<file path="config.mk">
export PLATFORM = sky130hd
export DESIGN_NAME = seven_segment_text_mux_driver_flat
export DESIGN_NICKNAME = d
export VERILOG_FILES = /design/src/rtl/sstmd_pkg.sv /design/src/rtl/sstmd_if.sv /design/src/rtl/sstmd_front.sv /design/src/rtl/sstmd_queue.sv /design/src/rtl/sstmd_back.sv /design/src/rtl/seven_segment_text_mux_driver.sv /design/src/flat_wrapper.sv
export VERILOG_INCLUDE_DIRS = /design/src /design/src/rtl
export SDC_FILE = /design/constraint.sdc
export NUM_CORES = 1
export LEC_CHECK = 0
export BUFFER_PORTS_ARGS = -buffer_cell sky130_fd_sc_hd__clkbuf_2
export CAP_MARGIN = 20
export CORE_UTILIZATION = 35
export DETAILED_ROUTE_END_ITERATION = 8
export PLACE_DENSITY = 0.52
export SYNTH_ARGS = -nofsm -noshare
export SYNTH_HDL_FRONTEND = slang
export SYNTH_HIERARCHICAL = 1
export SYNTH_SLANG_ARGS = --single-unit
</file>
<file path="constraint.sdc">
create_clock -name i_clk -period 5.9 [get_ports i_clk]
set_clock_uncertainty 0.1 [all_clocks]
set_input_delay 0.59 -clock i_clk [delete_from_list [all_inputs] [get_ports i_clk]]
set_output_delay 0.59 -clock i_clk [all_outputs]
set_load 0.03 [all_outputs]
</file>
<file path="src/rtl/seven_segment_text_mux_driver_defines.svh">
// ----------------------------------------------------------------------------
// seven segment text mux driver - assertion macros
// concurrent check helpers, empty when building for synthesis
// ----------------------------------------------------------------------------
`ifndef SEVEN_SEGMENT_TEXT_MUX_DRIVER_DEFINES_SVH
`define SEVEN_SEGMENT_TEXT_MUX_DRIVER_DEFINES_SVH

`ifndef SYNTHESIS
// same-cycle implication, clocked on i_clk, off during reset
`define SSTMD_ASSERT_IMPL(lbl, ant, con) \
    lbl: assert property (@(posedge i_clk) disable iff (!i_rst_n) (ant) |-> (con)) \
        else $error("sstmd check failed");
// next-cycle implication
`define SSTMD_ASSERT_NEXT(lbl, ant, con) \
    lbl: assert property (@(posedge i_clk) disable iff (!i_rst_n) (ant) |=> (con)) \
        else $error("sstmd check failed");
`else
`define SSTMD_ASSERT_IMPL(lbl, ant, con)
`define SSTMD_ASSERT_NEXT(lbl, ant, con)
`endif

`endif

</file>
<file path="src/rtl/sstmd_pkg.sv">
// ----------------------------------------------------------------------------
// sstmd_pkg
// shared types, segment codes and the character map
// ----------------------------------------------------------------------------
`default_nettype none

package sstmd_pkg;

    localparam int DIGITS_DEF = 4;
    localparam int Q_DEPTH    = 2;

    typedef logic [1:0] t_mode;
    typedef logic [7:0] t_char;
    typedef logic [7:0] t_seg;
    typedef logic [3:0] t_en;

    localparam t_mode MODE_START = 2'd0;
    localparam t_mode MODE_CHAR  = 2'd1;
    localparam t_mode MODE_TICK  = 2'd2;

    localparam t_char CHAR_NUL   = 8'h00;
    localparam t_char CHAR_SPACE = 8'h20;
    localparam t_char CHAR_DASH  = 8'h2D;
    localparam t_char CHAR_DOT   = 8'h2E;
    localparam t_char CHAR_ZERO  = 8'h30;
    localparam t_char CHAR_NINE  = 8'h39;

    localparam t_seg SEG_BLANK = 8'b0000_0000;
    localparam t_seg SEG_DOT   = 8'b1000_0000;
    localparam t_seg SEG_DASH  = 8'b0100_0000;
    localparam t_seg SEG_ERROR = 8'b0100_1111;

    localparam t_seg NUMERALS [10] = '{
        8'b0011_1111, 8'b0000_0110, 8'b0101_1011, 8'b0100_1111, 8'b0110_0110,
        8'b0110_1101, 8'b0111_1101, 8'b0000_0111, 8'b0111_1111, 8'b0110_1111
    };

    typedef enum logic [1:0] {
        KIND_START,
        KIND_CHAR,
        KIND_TICK
    } t_kind;

    // classified command handed from the front end to the back end
    typedef struct packed {
        t_kind kind;
        logic  is_nul;
        logic  is_dot;
        logic  known;
        t_seg  pattern;
    } t_cmd;

    typedef struct packed {
        logic full;
        logic empty;
    } t_q_status;

    typedef struct packed {
        logic known;
        t_seg pattern;
    } t_lookup;

    function automatic t_lookup seg_lookup(input t_char c);
        t_lookup r;
        r.known   = 1'b1;
        r.pattern = SEG_BLANK;
        case (c) inside
            [CHAR_ZERO:CHAR_NINE]: r.pattern = NUMERALS[4'(c - CHAR_ZERO)];
            CHAR_DOT:              r.pattern = SEG_DOT;
            CHAR_DASH:             r.pattern = SEG_DASH;
            CHAR_SPACE:            r.pattern = SEG_BLANK;
            default:               r.known   = 1'b0;
        endcase
        return r;
    endfunction

endpackage

`default_nettype wire

</file>
<file path="src/rtl/sstmd_if.sv">
// ----------------------------------------------------------------------------
// sstmd channel interfaces
// valid/ready channels for text input and display output
// ----------------------------------------------------------------------------
`default_nettype none

interface sstmd_in_if;
    logic               valid;
    logic               ready;
    sstmd_pkg::t_mode   mode;
    sstmd_pkg::t_char   ch;

    modport source (output valid, output mode, output ch, input ready);
    modport sink   (input valid, input mode, input ch, output ready);
endinterface

interface sstmd_out_if;
    logic               valid;
    logic               ready;
    sstmd_pkg::t_seg    segment_lines;
    sstmd_pkg::t_en     digit_enables;

    modport source (output valid, output segment_lines, output digit_enables, input ready);
    modport sink   (input valid, input segment_lines, input digit_enables, output ready);
endinterface

`default_nettype wire

</file>
<file path="src/rtl/sstmd_front.sv">
// ----------------------------------------------------------------------------
// sstmd_front
// accepts input transactions, decodes mode and maps the character
// ----------------------------------------------------------------------------
`default_nettype none

module sstmd_front (
    input  logic              i_clk,
    input  logic              i_rst_n,
    sstmd_in_if.sink          i_in,
    output sstmd_pkg::t_cmd   o_cmd,
    output logic              o_cmd_valid,
    input  logic              i_cmd_ready
);
    import sstmd_pkg::*;

    logic    r_valid;
    t_cmd    r_cmd;
    logic    n_valid;
    t_cmd    n_cmd;
    logic    accept;
    t_lookup lk;

    assign i_in.ready  = !r_valid || i_cmd_ready;
    assign accept      = i_in.valid && i_in.ready;
    assign o_cmd       = r_cmd;
    assign o_cmd_valid = r_valid;
    assign lk          = seg_lookup(i_in.ch);

    always_comb begin
        n_valid = r_valid && !i_cmd_ready;
        n_cmd   = r_cmd;
        if (accept) begin
            n_cmd.is_nul  = (i_in.ch == CHAR_NUL);
            n_cmd.is_dot  = (i_in.ch == CHAR_DOT);
            n_cmd.known   = lk.known;
            n_cmd.pattern = lk.pattern;
            case (i_in.mode)
                MODE_START: begin
                    n_cmd.kind = KIND_START;
                    n_valid    = 1'b1;
                end
                MODE_CHAR: begin
                    n_cmd.kind = KIND_CHAR;
                    n_valid    = 1'b1;
                end
                MODE_TICK: begin
                    n_cmd.kind = KIND_TICK;
                    n_valid    = 1'b1;
                end
                default: begin
                    // unused mode is taken and dropped
                    n_valid = 1'b0;
                end
            endcase
        end
    end

    always_ff @(posedge i_clk) begin
        if (!i_rst_n) begin
            r_valid <= 1'b0;
        end else begin
            r_valid <= n_valid;
        end
    end

    always_ff @(posedge i_clk) begin
        r_cmd <= n_cmd;
    end

endmodule

`default_nettype wire

</file>
<file path="src/rtl/sstmd_queue.sv">
// ----------------------------------------------------------------------------
// sstmd_queue
// short command queue between front and back end
// ----------------------------------------------------------------------------
`default_nettype none

module sstmd_queue (
    input  logic                 i_clk,
    input  logic                 i_rst_n,
    input  sstmd_pkg::t_cmd      i_cmd,
    input  logic                 i_valid,
    output logic                 o_ready,
    output sstmd_pkg::t_cmd      o_cmd,
    output logic                 o_valid,
    input  logic                 i_ready,
    output sstmd_pkg::t_q_status o_status
);
    import sstmd_pkg::*;

    localparam int PW = (Q_DEPTH > 1) ? $clog2(Q_DEPTH) : 1;
    localparam int CW = $clog2(Q_DEPTH + 1);

    t_cmd            r_mem [Q_DEPTH];
    logic [PW-1:0]   r_wr;
    logic [PW-1:0]   r_rd;
    logic [CW-1:0]   r_count;
    logic            push;
    logic            pop;
    logic            full;
    logic            empty;

    assign full     = (r_count == CW'(Q_DEPTH));
    assign empty    = (r_count == '0);
    assign o_ready  = !full;
    assign o_valid  = !empty;
    assign o_cmd    = r_mem[r_rd];
    assign push     = i_valid && !full;
    assign pop      = o_valid && i_ready;
    assign o_status = '{full: full, empty: empty};

    always_ff @(posedge i_clk) begin
        if (!i_rst_n) begin
            r_wr    <= '0;
            r_rd    <= '0;
            r_count <= '0;
        end else begin
            if (push) begin
                r_wr <= (r_wr == PW'(Q_DEPTH - 1)) ? '0 : r_wr + PW'(1);
            end
            if (pop) begin
                r_rd <= (r_rd == PW'(Q_DEPTH - 1)) ? '0 : r_rd + PW'(1);
            end
            case ({push, pop})
                2'b10:   r_count <= r_count + CW'(1);
                2'b01:   r_count <= r_count - CW'(1);
                default: r_count <= r_count;
            endcase
        end
    end

    always_ff @(posedge i_clk) begin
        if (push) begin
            r_mem[r_wr] <= i_cmd;
        end
    end

endmodule

`default_nettype wire

</file>
<file path="src/rtl/sstmd_back.sv">
// ----------------------------------------------------------------------------
// sstmd_back
// digit pattern store, text placement and refresh scan
// ----------------------------------------------------------------------------
`default_nettype none

module sstmd_back #(
    parameter int DIGITS = sstmd_pkg::DIGITS_DEF
) (
    input  logic             i_clk,
    input  logic             i_rst_n,
    input  sstmd_pkg::t_cmd  i_cmd,
    input  logic             i_cmd_valid,
    output logic             o_cmd_ready,
    sstmd_out_if.source      o_out
);
    import sstmd_pkg::*;

    localparam int WW = $clog2(DIGITS + 1);
    localparam int SW = (DIGITS > 1) ? $clog2(DIGITS) : 1;

    t_seg          r_pat [DIGITS];
    logic [WW-1:0] r_wd;
    logic          r_prev;
    logic          r_seen;
    logic          r_halt;
    logic [SW-1:0] r_scan;
    logic          r_out_valid;
    t_seg          r_seg;
    t_en           r_en;

    t_seg          n_pat [DIGITS];
    logic [WW-1:0] n_wd;
    logic          n_prev;
    logic          n_seen;
    logic          n_halt;
    logic [SW-1:0] n_scan;
    logic          n_out_valid;
    t_seg          n_seg;
    t_en           n_en;

    logic [WW-1:0] target;
    logic [SW-1:0] en_idx;
    t_seg          scan_pat;
    logic          pop;

    assign o_cmd_ready   = (i_cmd.kind != KIND_TICK) || !r_out_valid || o_out.ready;
    assign pop           = i_cmd_valid && o_cmd_ready;
    assign o_out.valid         = r_out_valid;
    assign o_out.segment_lines = r_seg;
    assign o_out.digit_enables = r_en;

    // a dot after a non-dot stays on the current digit
    assign target = (r_seen && (r_prev || !i_cmd.is_dot)) ? r_wd + WW'(1) : r_wd;
    assign en_idx = SW'(DIGITS - 1) - r_scan;

    always_comb begin
        scan_pat = SEG_BLANK;
        for (int i = 0; i < DIGITS; i++) begin
            if (SW'(i) == r_scan) begin
                scan_pat = r_pat[i];
            end
        end
    end

    always_comb begin
        n_pat       = r_pat;
        n_wd        = r_wd;
        n_prev      = r_prev;
        n_seen      = r_seen;
        n_halt      = r_halt;
        n_scan      = r_scan;
        n_out_valid = r_out_valid && !o_out.ready;
        n_seg       = r_seg;
        n_en        = r_en;
        if (pop) begin
            case (i_cmd.kind)
                KIND_START: begin
                    for (int i = 0; i < DIGITS; i++) begin
                        n_pat[i] = SEG_BLANK;
                    end
                    n_wd   = '0;
                    n_prev = 1'b0;
                    n_seen = 1'b0;
                    n_halt = 1'b0;
                end
                KIND_CHAR: begin
                    if (!r_halt) begin
                        if (i_cmd.is_nul) begin
                            n_halt = 1'b1;
                        end else if (target >= WW'(DIGITS)) begin
                            n_halt = 1'b1;
                        end else if (!i_cmd.known) begin
                            for (int i = 0; i < DIGITS; i++) begin
                                n_pat[i] = SEG_ERROR;
                            end
                            n_halt = 1'b1;
                        end else begin
                            for (int i = 0; i < DIGITS; i++) begin
                                if (WW'(i) == target) begin
                                    n_pat[i] = r_pat[i] | i_cmd.pattern;
                                end
                            end
                            n_wd   = target;
                            n_prev = i_cmd.is_dot;
                            n_seen = 1'b1;
                        end
                    end
                end
                KIND_TICK: begin
                    n_out_valid = 1'b1;
                    n_seg       = ~scan_pat;
                    for (int b = 0; b < 4; b++) begin
                        n_en[b] = (4'(en_idx) == 4'(b));
                    end
                    n_scan = (r_scan == SW'(DIGITS - 1)) ? '0 : r_scan + SW'(1);
                end
                default: begin
                end
            endcase
        end
    end

    always_ff @(posedge i_clk) begin
        if (!i_rst_n) begin
            for (int i = 0; i < DIGITS; i++) begin
                r_pat[i] <= SEG_BLANK;
            end
            r_wd        <= '0;
            r_prev      <= 1'b0;
            r_seen      <= 1'b0;
            r_halt      <= 1'b0;
            r_scan      <= '0;
            r_out_valid <= 1'b0;
        end else begin
            r_pat       <= n_pat;
            r_wd        <= n_wd;
            r_prev      <= n_prev;
            r_seen      <= n_seen;
            r_halt      <= n_halt;
            r_scan      <= n_scan;
            r_out_valid <= n_out_valid;
        end
    end

    always_ff @(posedge i_clk) begin
        r_seg <= n_seg;
        r_en  <= n_en;
    end

endmodule

`default_nettype wire

</file>
<file path="src/rtl/seven_segment_text_mux_driver.sv">
// ----------------------------------------------------------------------------
// seven_segment_text_mux_driver
// text to seven-segment digits with a multiplexed refresh scan
// ----------------------------------------------------------------------------
//
//   channel  | dir | payload                        | notes
//   ---------+-----+--------------------------------+-----------------------------
//   i_in     | in  | mode[1:0], ch[7:0]             | start, character or tick
//   o_out    | out | segment_lines[7:0], digit_en[3:0] | one transaction per tick
//
//   one transaction per clock sustained while o_out is not stalled, through the
//   front end decode register, a two-entry command queue and the back end state update
//   o_out goes valid from the back end output register once a tick has passed them
//   a character or start transaction produces no output transaction
//   reset is synchronous, active low; digits come up blank, scan at digit 0
//   a stall on o_out holds ticks in the queue and backs up into i_in
//
// ----------------------------------------------------------------------------
`default_nettype none
`include "seven_segment_text_mux_driver_defines.svh"

module seven_segment_text_mux_driver #(
    parameter int DIGITS = sstmd_pkg::DIGITS_DEF
) (
    input  logic         i_clk,
    input  logic         i_rst_n,
    sstmd_in_if.sink     i_in,
    sstmd_out_if.source  o_out
);
    import sstmd_pkg::*;

    // front end to queue
    t_cmd      f_cmd;
    logic      f_valid;
    logic      f_ready;

    // queue to back end
    t_cmd      q_cmd;
    logic      q_valid;
    logic      q_ready;
    t_q_status q_status;

    // decode and character map
    sstmd_front u_front (
        .i_clk       (i_clk),
        .i_rst_n     (i_rst_n),
        .i_in        (i_in),
        .o_cmd       (f_cmd),
        .o_cmd_valid (f_valid),
        .i_cmd_ready (f_ready)
    );

    // decouples decode from execution so either side can stall alone
    sstmd_queue u_queue (
        .i_clk    (i_clk),
        .i_rst_n  (i_rst_n),
        .i_cmd    (f_cmd),
        .i_valid  (f_valid),
        .o_ready  (f_ready),
        .o_cmd    (q_cmd),
        .o_valid  (q_valid),
        .i_ready  (q_ready),
        .o_status (q_status)
    );

    // digit store, placement rules and refresh scan with output register
    sstmd_back #(
        .DIGITS (DIGITS)
    ) u_back (
        .i_clk       (i_clk),
        .i_rst_n     (i_rst_n),
        .i_cmd       (q_cmd),
        .i_cmd_valid (q_valid),
        .o_cmd_ready (q_ready),
        .o_out       (o_out)
    );

    // queue can never claim to be both full and empty
    `SSTMD_ASSERT_IMPL(a_q_status, 1'b1, !(q_status.full && q_status.empty))
    // a decoded command waiting on a full queue is still there next cycle
    `SSTMD_ASSERT_NEXT(a_front_hold, f_valid && !f_ready, f_valid)
    // at most one digit lit per refresh transaction
    `SSTMD_ASSERT_IMPL(a_one_digit, o_out.valid, $onehot0(o_out.digit_enables))
    // non-tick commands never wait on the output side
    `SSTMD_ASSERT_IMPL(a_no_block, q_valid && (q_cmd.kind != KIND_TICK), q_ready)

endmodule

`default_nettype wire

</file>
<file path="src/flat_wrapper.sv">
// flat-port wrapper written by rule: the top's interface ports become plain ports
module seven_segment_text_mux_driver_flat import sstmd_pkg::*;
#(
    parameter int DIGITS = sstmd_pkg::DIGITS_DEF
)
  (i_clk, i_rst_n, i_in_valid, i_in_mode, i_in_ch, i_in_ready, o_out_valid, o_out_segment_lines, o_out_digit_enables, o_out_ready);
  sstmd_in_if i_in_i ();
  sstmd_out_if o_out_i ();
  input  logic i_clk;
  input  logic i_rst_n;
  input wire logic [$bits(i_in_i.valid)-1:0] i_in_valid;
  input wire logic [$bits(i_in_i.mode)-1:0] i_in_mode;
  input wire logic [$bits(i_in_i.ch)-1:0] i_in_ch;
  output wire logic [$bits(i_in_i.ready)-1:0] i_in_ready;
  output wire logic [$bits(o_out_i.valid)-1:0] o_out_valid;
  output wire logic [$bits(o_out_i.segment_lines)-1:0] o_out_segment_lines;
  output wire logic [$bits(o_out_i.digit_enables)-1:0] o_out_digit_enables;
  input wire logic [$bits(o_out_i.ready)-1:0] o_out_ready;
  assign i_in_i.valid = i_in_valid;
  assign i_in_i.mode = i_in_mode;
  assign i_in_i.ch = i_in_ch;
  assign i_in_ready = i_in_i.ready;
  assign o_out_valid = o_out_i.valid;
  assign o_out_segment_lines = o_out_i.segment_lines;
  assign o_out_digit_enables = o_out_i.digit_enables;
  assign o_out_i.ready = o_out_ready;
  seven_segment_text_mux_driver #(.DIGITS(DIGITS)) u_core (.i_clk(i_clk), .i_rst_n(i_rst_n), .i_in(i_in_i), .o_out(o_out_i));
endmodule
</file>
==> metrics.md, run 1 <==
| Metric | Value |
|---|---|
| Crit path arrival time | `3.07 ns` |
| Worst slew pin tran | `0.724 ns` |
| Final Max Tran Viols | `0` |
| Post-CTS sizing | `0` |
| Area Overhead vs Synth | `13.1%` |
| Die footprint | `0.0131 mm2` |
| Crit path launch type | `flip-flop` |
| Final hold slack | `0.339 ns` |
| Insertion delay to the later sink of the worst-skew pair | `0.33 ns` |
| Syn Inst Count | `395` |
| Hpwl dp | `5820 um` |
| DRT Pass-1 Iters | `5` |
| CTS HTree Levels | `3` |
| Crit Path Class | `reg -> reg` |
| Clock Tree Buf Depth | `2` |
| Post-synthesis cell area | `0.00442 mm2` |
| Initial Utilization | `36.3%` |
| Worst vdd ir | `0.000189 V` |
| Drt via density | `4.93` |
| Fraction of the cycle the final worst path needs | `49.6%` |
| Vias | `2,893` |
| Core area | `0.0122 mm2` |
| Violation count after the first detailed-route iteration | `169` |
| Chip Width | `114 um` |
| Reg clk slew, reported paths | `0.06 ns` |
| Largest net degree at the start of global routing | `23` |
| Overflow after GRT | `0` |
| FMAX | `0.342 GHz` |
| Hold Vio Cnt, Final | `0` |
| Mapped Avg Cell Area | `11.2 um2` |
| Hold_buf cts | `0` |
| Hold Path Class | `reg -> reg` |
| I/O pin count | `28` |
| Gr usage total | `13.2%` |
| Power density over cell area | `380 mW/mm2` |
| First-pass GRT wire length | `13,600 um` |
| DRT Wirelength | `8060 um` |
| Fill cell count | `1,169` |
| Run status | `completed` |
| DRC violations left | `0` |
| Drt wl/cell | `13.7 um` |
| Pleak | `1.78 nW` |
| TritonCTS clock tree | `built` |
| Sinks on Clock Net | `98` |
| N_diodes | `0` |
| Port-buffer cells | `27` |
| Initial antenna violation count | `0` |
| Synth warn | `6` |
| Largest fanout on the critical path | `22` |
| Worst relative slew slack | `51.7%` |
| Cts bufs inserted | `9` |
| Final nets | `439` |
| RSZ-0062 raised after global routing | `no` |
| Maxcap violations | `0` |
| Worst Setup End Kind | `flip-flop` |
| Rows | `40` |
| Layout cells sized above 1 | `16.0%` |
| GPL Wtd Cong | `0.740` |
| Data required time of the critical path | `6.05 ns` |
| # setup viols final | `0` |
| Post-route ant nets | `0` |
| CTS Root Cell | `clkbuf_16` |
| Syn Nets | `420` |
| Setup Buffers After CTS | `0` |
| Setup tns final | `0 ns` |
| Chip Height | `114 um` |
| Vias in the first global route | `2,792` |
| Period minus WS final | `2.93 ns` |
[critical path, stage by stage (launching register included)]
cell and delay, ns:
dfxtp_1 0.68, mux2_2 0.31, nand2b_1 0.39, o21a_1 0.65, nand2_1 0.46, a21oi_1 0.25
[where the power goes]
group | switching (mW) | internal, mW
registers | 0.0586 | 0.812
logic | 0.253 | 0.183
clock network | 0.226 | 0.365
total | 0.538 | 1.36
[worst paths after layout]
check / from / to / slack, ns / depth (start not counted)
setup / recovery: flip-flop / u_core/u_back/r_pat[20]$_SDFFE_PN0P_ / 2.97 / 5
hold / removal: u_core/u_front/o_cmd[3]$_SDFFCE_PN0P_ / u_core/u_queue/r_mem[0][3]$_DFFE_PP_ / 0.34 / 0
setup reg to reg: flip-flop / u_core/u_back/r_pat[20]$_SDFFE_PN0P_ / 2.97 / 5
hold reg to reg: u_core/u_front/o_cmd[3]$_SDFFCE_PN0P_ / u_core/u_queue/r_mem[0][3]$_DFFE_PP_ / 0.34 / 0
[metrics by stage]
step / cells / worst slack [ns] / total power, mW / utilization [%] / cell area, um2
floorplan: 395 / 3.62 / 1.22 / - / 4420
global placement: 570 / 3.10 / 1.31 / 38.5 / 4680
detailed placement: 570 / 2.96 / 1.32 / 38.5 / 4680
CTS: 586 / 2.93 / 1.92 / 41.0 / 4990
global route: 587 / 2.64 / 2.00 / 41.1 / 5000
finish: 587 / 2.97 / 1.90 / 41.1 / 5000
[sequential cells by signal (all words and copies together), names as in the netlist, named ones only]
name / flops
u_core/u_back/r_scan: 2
u_core/u_queue/r_count: 2
u_core/u_back/r_prev: 1
u_core/u_back/r_pat: 32
u_core/u_queue/r_mem: 26
u_core/u_back/r_seen: 1
u_core/u_back/o_out.valid: 1
u_core/u_back/r_wd: 3
u_core/u_front/o_cmd: 13
u_core/u_back/o_out.digit_enables: 4
u_core/u_back/o_out.segment_lines: 8
u_core/u_queue/r_wr: 1
u_core/u_queue/r_rd: 1
u_core/u_front/o_cmd_valid: 1
u_core/u_back/r_halt: 1
[cells in the final DEF (no fill, tap or decap), types with 4 or more instances in the layout]
cell and count:
a211o_1 4, a21boi_0 4, a21oi_1 36, a31oi_1 11, a32o_1 15, and3_1 5
clkbuf_16 10, clkbuf_2 27, dfxtp_1 47, edfxtp_1 51, ha_1 11, inv_1 22
mux2_2 13, nand2_1 27, nand2b_1 6, nand3b_1 8, nor2_1 31, nor2b_1 15
o21a_1 4, o21ai_0 9, o41ai_1 5, or3_1 7, xnor2_1 4
[per-layer routing]
metal / GRT usage, % / routed length, um / vias to the layer above
li1: - / - / 1489
met1: 16.8 / 3850 / 1350
met2: 22.3 / 3860 / 48
met3: 3.18 / 277 / 6
met4: 3.90 / 77 / 0
met5: 0 / 0 / -
[layout make-up]
cell class                      instances  area [um2]  share of cell area [%]
Sequential cell                        98        2470                    49.5
Multi-Input combinational cell        254        1770                    35.4
Clock buffer                           14         275                    5.51
Tap cell                              168         210                    4.21
Timing Repair Buffer                   29         154                    3.08
Inverter                               22        82.6                    1.65
Clock inverter                          2        33.8                   0.676
Power figures use the tool's default switching activity.
==> run 2: changes to the inputs <==
- ABC_AREA: not set -> 1
- clock period: 5.9 -> 2.9 ns (I/O delays scaled with it)
==> metrics.md, run 2 <==
| Metric | Value |
|---|---|
| Maxcap violations | `0` |
| Reg with most FFs | `u_core/u_back/r_pat` |
| Hold EP | `u_core/u_front/o_cmd[11]$_DFFE_PP_` |
| Final hold slack | `0.141 ns` |
| Violation count after the first detailed-route iteration | `196` |
| Mapped Avg Cell Area | `8.91 um2` |
| DRT Wirelength | `9810 um` |
| DRC violations left | `1` |
| Post-synthesis cell area | `0.00494 mm2` |
| Placed insts | `741` |
| FMAX | `0.388 GHz` |
| Worst Setup End Kind | `flip-flop` |
| HP Start | `i_in_mode[1]` |
| Sequential share of power | `41.0%` |
| Most used cell, CP | `nor2_1` |
| Most common cell after layout, fill and taps aside | `nand2_1` |
| Rows | `43` |
| Setup Buffers After CTS | `0` |
| CTS Root Cell | `clkbuf_16` |
| Port-buffer cells | `27` |
| Hold Path Depth | `2` |
| Hpwl dp | `6680 um` |
| Largest stage delay, worst path | `0.76 ns` |
| Final Max Tran Viols | `0` |
| Die footprint | `0.0146 mm2` |
| Drt via density | `4.84` |
| Initial Utilization | `35.7%` |
| Failing checks | `DRC` |
| Clock Tree Buf Depth | `2` |
| I/O pin count | `28` |
| Setup tns final | `0 ns` |
| Layout cells sized above 1 | `16.1%` |
| Crit path launch type | `flip-flop` |
| Post-CTS sizing | `0` |
| Register-to-Register Path Depth | `6` |
| Reg clk slew, reported paths | `0.06 ns` |
| Final nets | `597` |
| First-pass GRT wire length | `16,500 um` |
| Hold_buf cts | `0` |
| Critical path's slowest cell | `nor2_1` |
| Post-route insts no fill | `757` |
| Syn Inst Count | `554` |
| Net Switching | `1.71 mW` |
| Combinational fraction of design power | `34.3%` |
| Hold Path Class | `in -> reg` |
| # setup viols final | `0` |
| Crit path arrival time | `2.77 ns` |
| Clock share of power | `24.8%` |
| Chip Height | `121 um` |
| Largest fanout on the critical path | `16` |
| Chip Width | `121 um` |
| Vias | `3,661` |
| Initial antenna violation count | `0` |
| Fraction of the cycle the final worst path needs | `88.9%` |
| Critical R2R Capture | `u_core/u_back/r_pat[7]$_SDFFE_PN0P_` |
| Most frequent cells in the layout | `nand2_1 (86), nor2_1 (80), a21oi_1 (51), edfxtp_1 (51), inv_1 (49)` |
| Power density over cell area | `865 mW/mm2` |
| Switch share | `36.2%` |
| N_diodes | `0` |
| Core area | `0.0138 mm2` |
| Overflow after GRT | `0` |
| Hold Vio Cnt, Final | `0` |
| Period minus WS final | `2.58 ns` |
| Synth warn | `6` |
| Worst slew pin tran | `0.980 ns` |
| Run status | `finished, violations left` |
| Gr usage total | `14.4%` |
| Post-route ant nets | `0` |
| Pleak | `2.19 nW` |
| Syn Nets | `579` |
| Sinks on Clock Net | `98` |
| DRT Pass-1 Iters | `6` |
| Data required time of the critical path | `3.09 ns` |
| Max reg flops | `32` |
| Power, Total | `4.72 mW` |
| Vias in the first global route | `3,317` |
| Largest net degree at the start of global routing | `62` |
| Crit Path Class | `reg -> reg` |
| Crit path cell chain | `mux2_4 -> nor2_1 -> nand2_2 -> nand3_1 -> nand2_1 -> nor2_1` |
| Cts bufs inserted | `9` |
| P_int | `3.01 mW` |
| RSZ-0062 raised after global routing | `no` |
| Worst vdd ir | `0.000323 V` |
| CTS HTree Levels | `3` |
| Register-to-register setup slack | `0.32 ns` |
| TritonCTS clock tree | `built` |
| Worst relative slew slack | `34.4%` |
| Drt wl/cell | `13.0 um` |
| GPL Wtd Cong | `0.760` |
| Insertion delay to the later sink of the worst-skew pair | `0.35 ns` |
| Area Overhead vs Synth | `10.4%` |
## run 2: cell type report
| cell class | instances | area, um2 |
|---|---|---|
| clock buffer | 12 | 236 |
| inverter | 54 | 205 |
| clock inverter | 4 | 45.0 |
| fill | 1356 | 8370 |
| timing repair buffer | 33 | 193 |
| sequential | 98 | 2470 |
| multi-input combinational | 376 | 2080 |
| tap | 180 | 225 |
## run 2: power by group through the flow
| stage | clock, mW | sequential, mW | combinational (mW) |
|---|---|---|---|
| 2_1_floorplan | 0 | 1.97 | 1.30 |
| 3_3_place_gp | 0 | 1.95 | 1.59 |
| 3_5_place_dp | 0 | 1.96 | 1.62 |
| 4_1_cts | 1.21 | 1.93 | 1.62 |
| 5_1_grt | 1.26 | 1.97 | 1.82 |
| 6_report | 1.17 | 1.93 | 1.62 |
## run 2: worst max path at each step
stage | from | to | slack (ns) | cells after the start
after detailed placement | flip-flop | u_core/u_back/r_pat[3]$_SDFFE_PN0P_ | 0.36 | 6
after global placement | flip-flop | u_core/u_back/r_pat[24]$_SDFFE_PN0P_ | 0.43 | 7
after global routing | flip-flop | u_core/u_back/r_pat[0]$_SDFFE_PN0P_ | 0.16 | 6
after CTS | flip-flop | u_core/u_back/r_pat[4]$_SDFFE_PN0P_ | 0.35 | 6
final | flip-flop | u_core/u_back/r_pat[7]$_SDFFE_PN0P_ | 0.32 | 6
after floorplan | flip-flop | u_core/u_queue/r_count[1]$_SDFFE_PN0P_ | 0.86 | 13
## run 2: metrics by stage
step                worst slack (ns)  util (%)  cell area, um2
global route                   0.157      39.4            5450
CTS                            0.347      39.4            5450
floorplan                      0.862         -            4940
detailed placement             0.362      37.4            5170
global placement               0.431      37.4            5170
finish                         0.322      39.4            5450
## run 2: layer usage
layer  GRT usage (%)  wire length [um]  vias to the layer above
met5               0                 0                        -
met4            7.64               230                        0
met3            2.41               309                       15
met2            22.5              4360                       74
met1            19.1              4910                     1666
li1                -                 -                     1906
## run 2: critical path, delay by kind of cell, from the launching register on
kind | cells | cell delay [ns]
muxes | 1 | 0.37
DFF | 1 | 0.49
and+or+nand+nor | 5 | 1.55
==> run 3: changes to the inputs <==
- ABC_AREA: 1 -> not set
==> metrics.md, run 3 (synthesized netlist as in run 1, its figures left out) <==
| Metric | Value |
|---|---|
| Crit path cell chain | `buf_4 -> mux2_2 -> nor2_1 -> nand4bb_4 -> a31o_1 -> or3_1 -> a21oi_1` |
| Pleak | `1.79 nW` |
| Initial Utilization | `36.3%` |
| Layout cells sized above 1 | `17.3%` |
| Drt wl/cell | `13.6 um` |
| Crit path arrival time | `2.57 ns` |
| Worst relative slew slack | `55.3%` |
| DRT Wirelength | `8010 um` |
| Maxcap violations | `0` |
| Most frequent cells in the layout | `edfxtp_1 (51), dfxtp_1 (47), a21oi_1 (36)` |
| CTS Root Cell | `clkbuf_16` |
| Worst Setup End Kind | `flip-flop` |
| Worst slew pin tran | `0.669 ns` |
| Register-to-Register Path Depth | `7` |
| Vias in the first global route | `2,744` |
| Register-to-register setup slack | `0.49 ns` |
| CTS HTree Levels | `3` |
| Period minus WS final | `2.41 ns` |
| Largest net degree at the start of global routing | `22` |
| Gr usage total | `13.5%` |
| DRC violations left | `0` |
| Die footprint | `0.0131 mm2` |
| Hold Path Class | `in -> reg` |
| Setup Buffers After CTS | `0` |
| Vias | `2,932` |
| Port-buffer cells | `27` |
| Overflow after GRT | `0` |
| Area Overhead vs Synth | `13.4%` |
| Post-route ant nets | `0` |
| CP Capture Point | `u_core/u_back/r_pat[23]$_SDFFE_PN0P_` |
| Hold_buf cts | `0` |
| Drt via density | `4.97` |
| Data required time of the critical path | `3.07 ns` |
| Setup tns final | `0 ns` |
| Chip Width | `114 um` |
| Core area | `0.0122 mm2` |
| RSZ-0062 raised after global routing | `no` |
| I/O pin count | `28` |
| Final Max Tran Viols | `0` |
| Most common cell after layout, fill and taps aside | `edfxtp_1` |
| Critical path's slowest cell | `dfxtp_1` |
| Crit Path Class | `reg -> reg` |
| Post-Route Utilization | `41.2%` |
| First-pass GRT wire length | `13,600 um` |
| Cts bufs inserted | `9` |
| Clock Tree Buf Depth | `2` |
| Reg clk slew, reported paths | `0.06 ns` |
| Largest fanout on the critical path | `11` |
| Hold Vio Cnt, Final | `0` |
| FMAX | `0.416 GHz` |
| DRT Pass-1 Iters | `5` |
| Largest stage delay, worst path | `0.40 ns` |
| Rows | `40` |
| Fill cell count | `1,168` |
| N_diodes | `0` |
| Worst vdd ir | `0.000300 V` |
| Initial antenna violation count | `0` |
| Max reg flops | `32` |
| Insertion delay to the later sink of the worst-skew pair | `0.34 ns` |
| Hpwl dp | `5680 um` |
| Post-CTS sizing | `0` |
| Violation count after the first detailed-route iteration | `127` |
| Run status | `completed` |
| Fraction of the cycle the final worst path needs | `83.0%` |
| Critical R2R Capture | `u_core/u_back/r_pat[23]$_SDFFE_PN0P_` |
| GPL Wtd Cong | `0.725` |
| Sinks on Clock Net | `98` |
| Final nets | `442` |
| TritonCTS clock tree | `built` |
| # setup viols final | `0` |
| Power density over cell area | `771 mW/mm2` |
| Crit path launch type | `flip-flop` |
| Chip Height | `114 um` |
| Reg with most FFs | `u_core/u_back/r_pat` |
-- run 3: cell count changes in the layout (fill, tap and decap cells not counted), sizes merged, moves of 12 or more --
cell	delta
a32o	+15
inv	-31
o21ai	-12
nor2b	+15
nor2	-54
nand2	-72
o31ai	-18
nand3	-48
a21oi	-19
-- run 3: final cells by class --
class	count	area, um2	area share (%)
flip-flops and latches	98	2470	49.3
multi-input cells	254	1770	35.3
clock buffers	12	256	5.12
well taps	168	210	4.19
repair buffers	32	173	3.44
inverters	22	82.6	1.65
clock inverters	4	48.8	0.973
-- run 3: worst max-delay path: cells and delay by family, from the launching register on --
family | cells | cell delay (ns)
buffers and inverters | 1 | 0.21
AOI/OAI and AO/OA | 2 | 0.50
DFF | 1 | 0.40
and+or+nand+nor | 3 | 0.76
muxes | 1 | 0.36
-- run 3: how the worst min path moves through the flow --
stage,slack [ns],to,start,cells after the start
CTS,0.10,u_core/u_front/o_cmd_valid$_SDFF_PN0_,i_in_valid,3
global placement,0.33,u_core/u_queue/r_mem[0][6]$_DFFE_PP_,u_core/u_front/o_cmd[6]$_DFFE_PP_,0
finish,0.12,u_core/u_front/o_cmd_valid$_SDFF_PN0_,i_in_valid,3
detailed placement,0.33,u_core/u_queue/r_mem[0][1]$_DFFE_PP_,u_core/u_front/o_cmd[1]$_SDFFCE_PN0P_,0
floorplan,0.31,u_core/u_queue/r_count[0]$_SDFFE_PN0P_,i_rst_n,1
global route,0.14,u_core/u_front/o_cmd[11]$_DFFE_PP_,i_in_mode[1],2
-- run 3: layer usage --
| metal | global-route usage [%] | routed length [um] | vias to the layer above |
|---|---|---|---|
| met5 | 0 | 0 | - |
| met4 | 5.54 | 119 | 0 |
| met3 | 4.08 | 264 | 7 |
| met2 | 21.4 | 3770 | 55 |
| met1 | 17.3 | 3860 | 1376 |
| li1 | - | - | 1494 |
-- run 3: report_power, final --
| part | internal [mW] | switching, mW | leakage, nW |
|---|---|---|---|
| Combinational | 0.383 | 0.532 | 0.787 |
| Sequential | 1.65 | 0.0948 | 0.853 |
| Clock | 0.715 | 0.490 | 0.149 |
-- run 3: through the flow --
| stage | cells | hold WS (ns) | worst slack [ns] | instance area (um2) | total power, mW |
|---|---|---|---|---|---|
| 2_1_floorplan | 395 | 0.312 | 0.621 | 4420 | 2.48 |
| 3_3_place_gp | 574 | 0.325 | 0.553 | 4710 | 2.68 |
| 3_5_place_dp | 574 | 0.329 | 0.491 | 4710 | 2.70 |
| 4_1_cts | 590 | 0.104 | 0.476 | 5010 | 3.92 |
| 5_1_grt | 590 | 0.139 | 0.358 | 5010 | 4.09 |
| 6_report | 590 | 0.115 | 0.493 | 5010 | 3.87 |
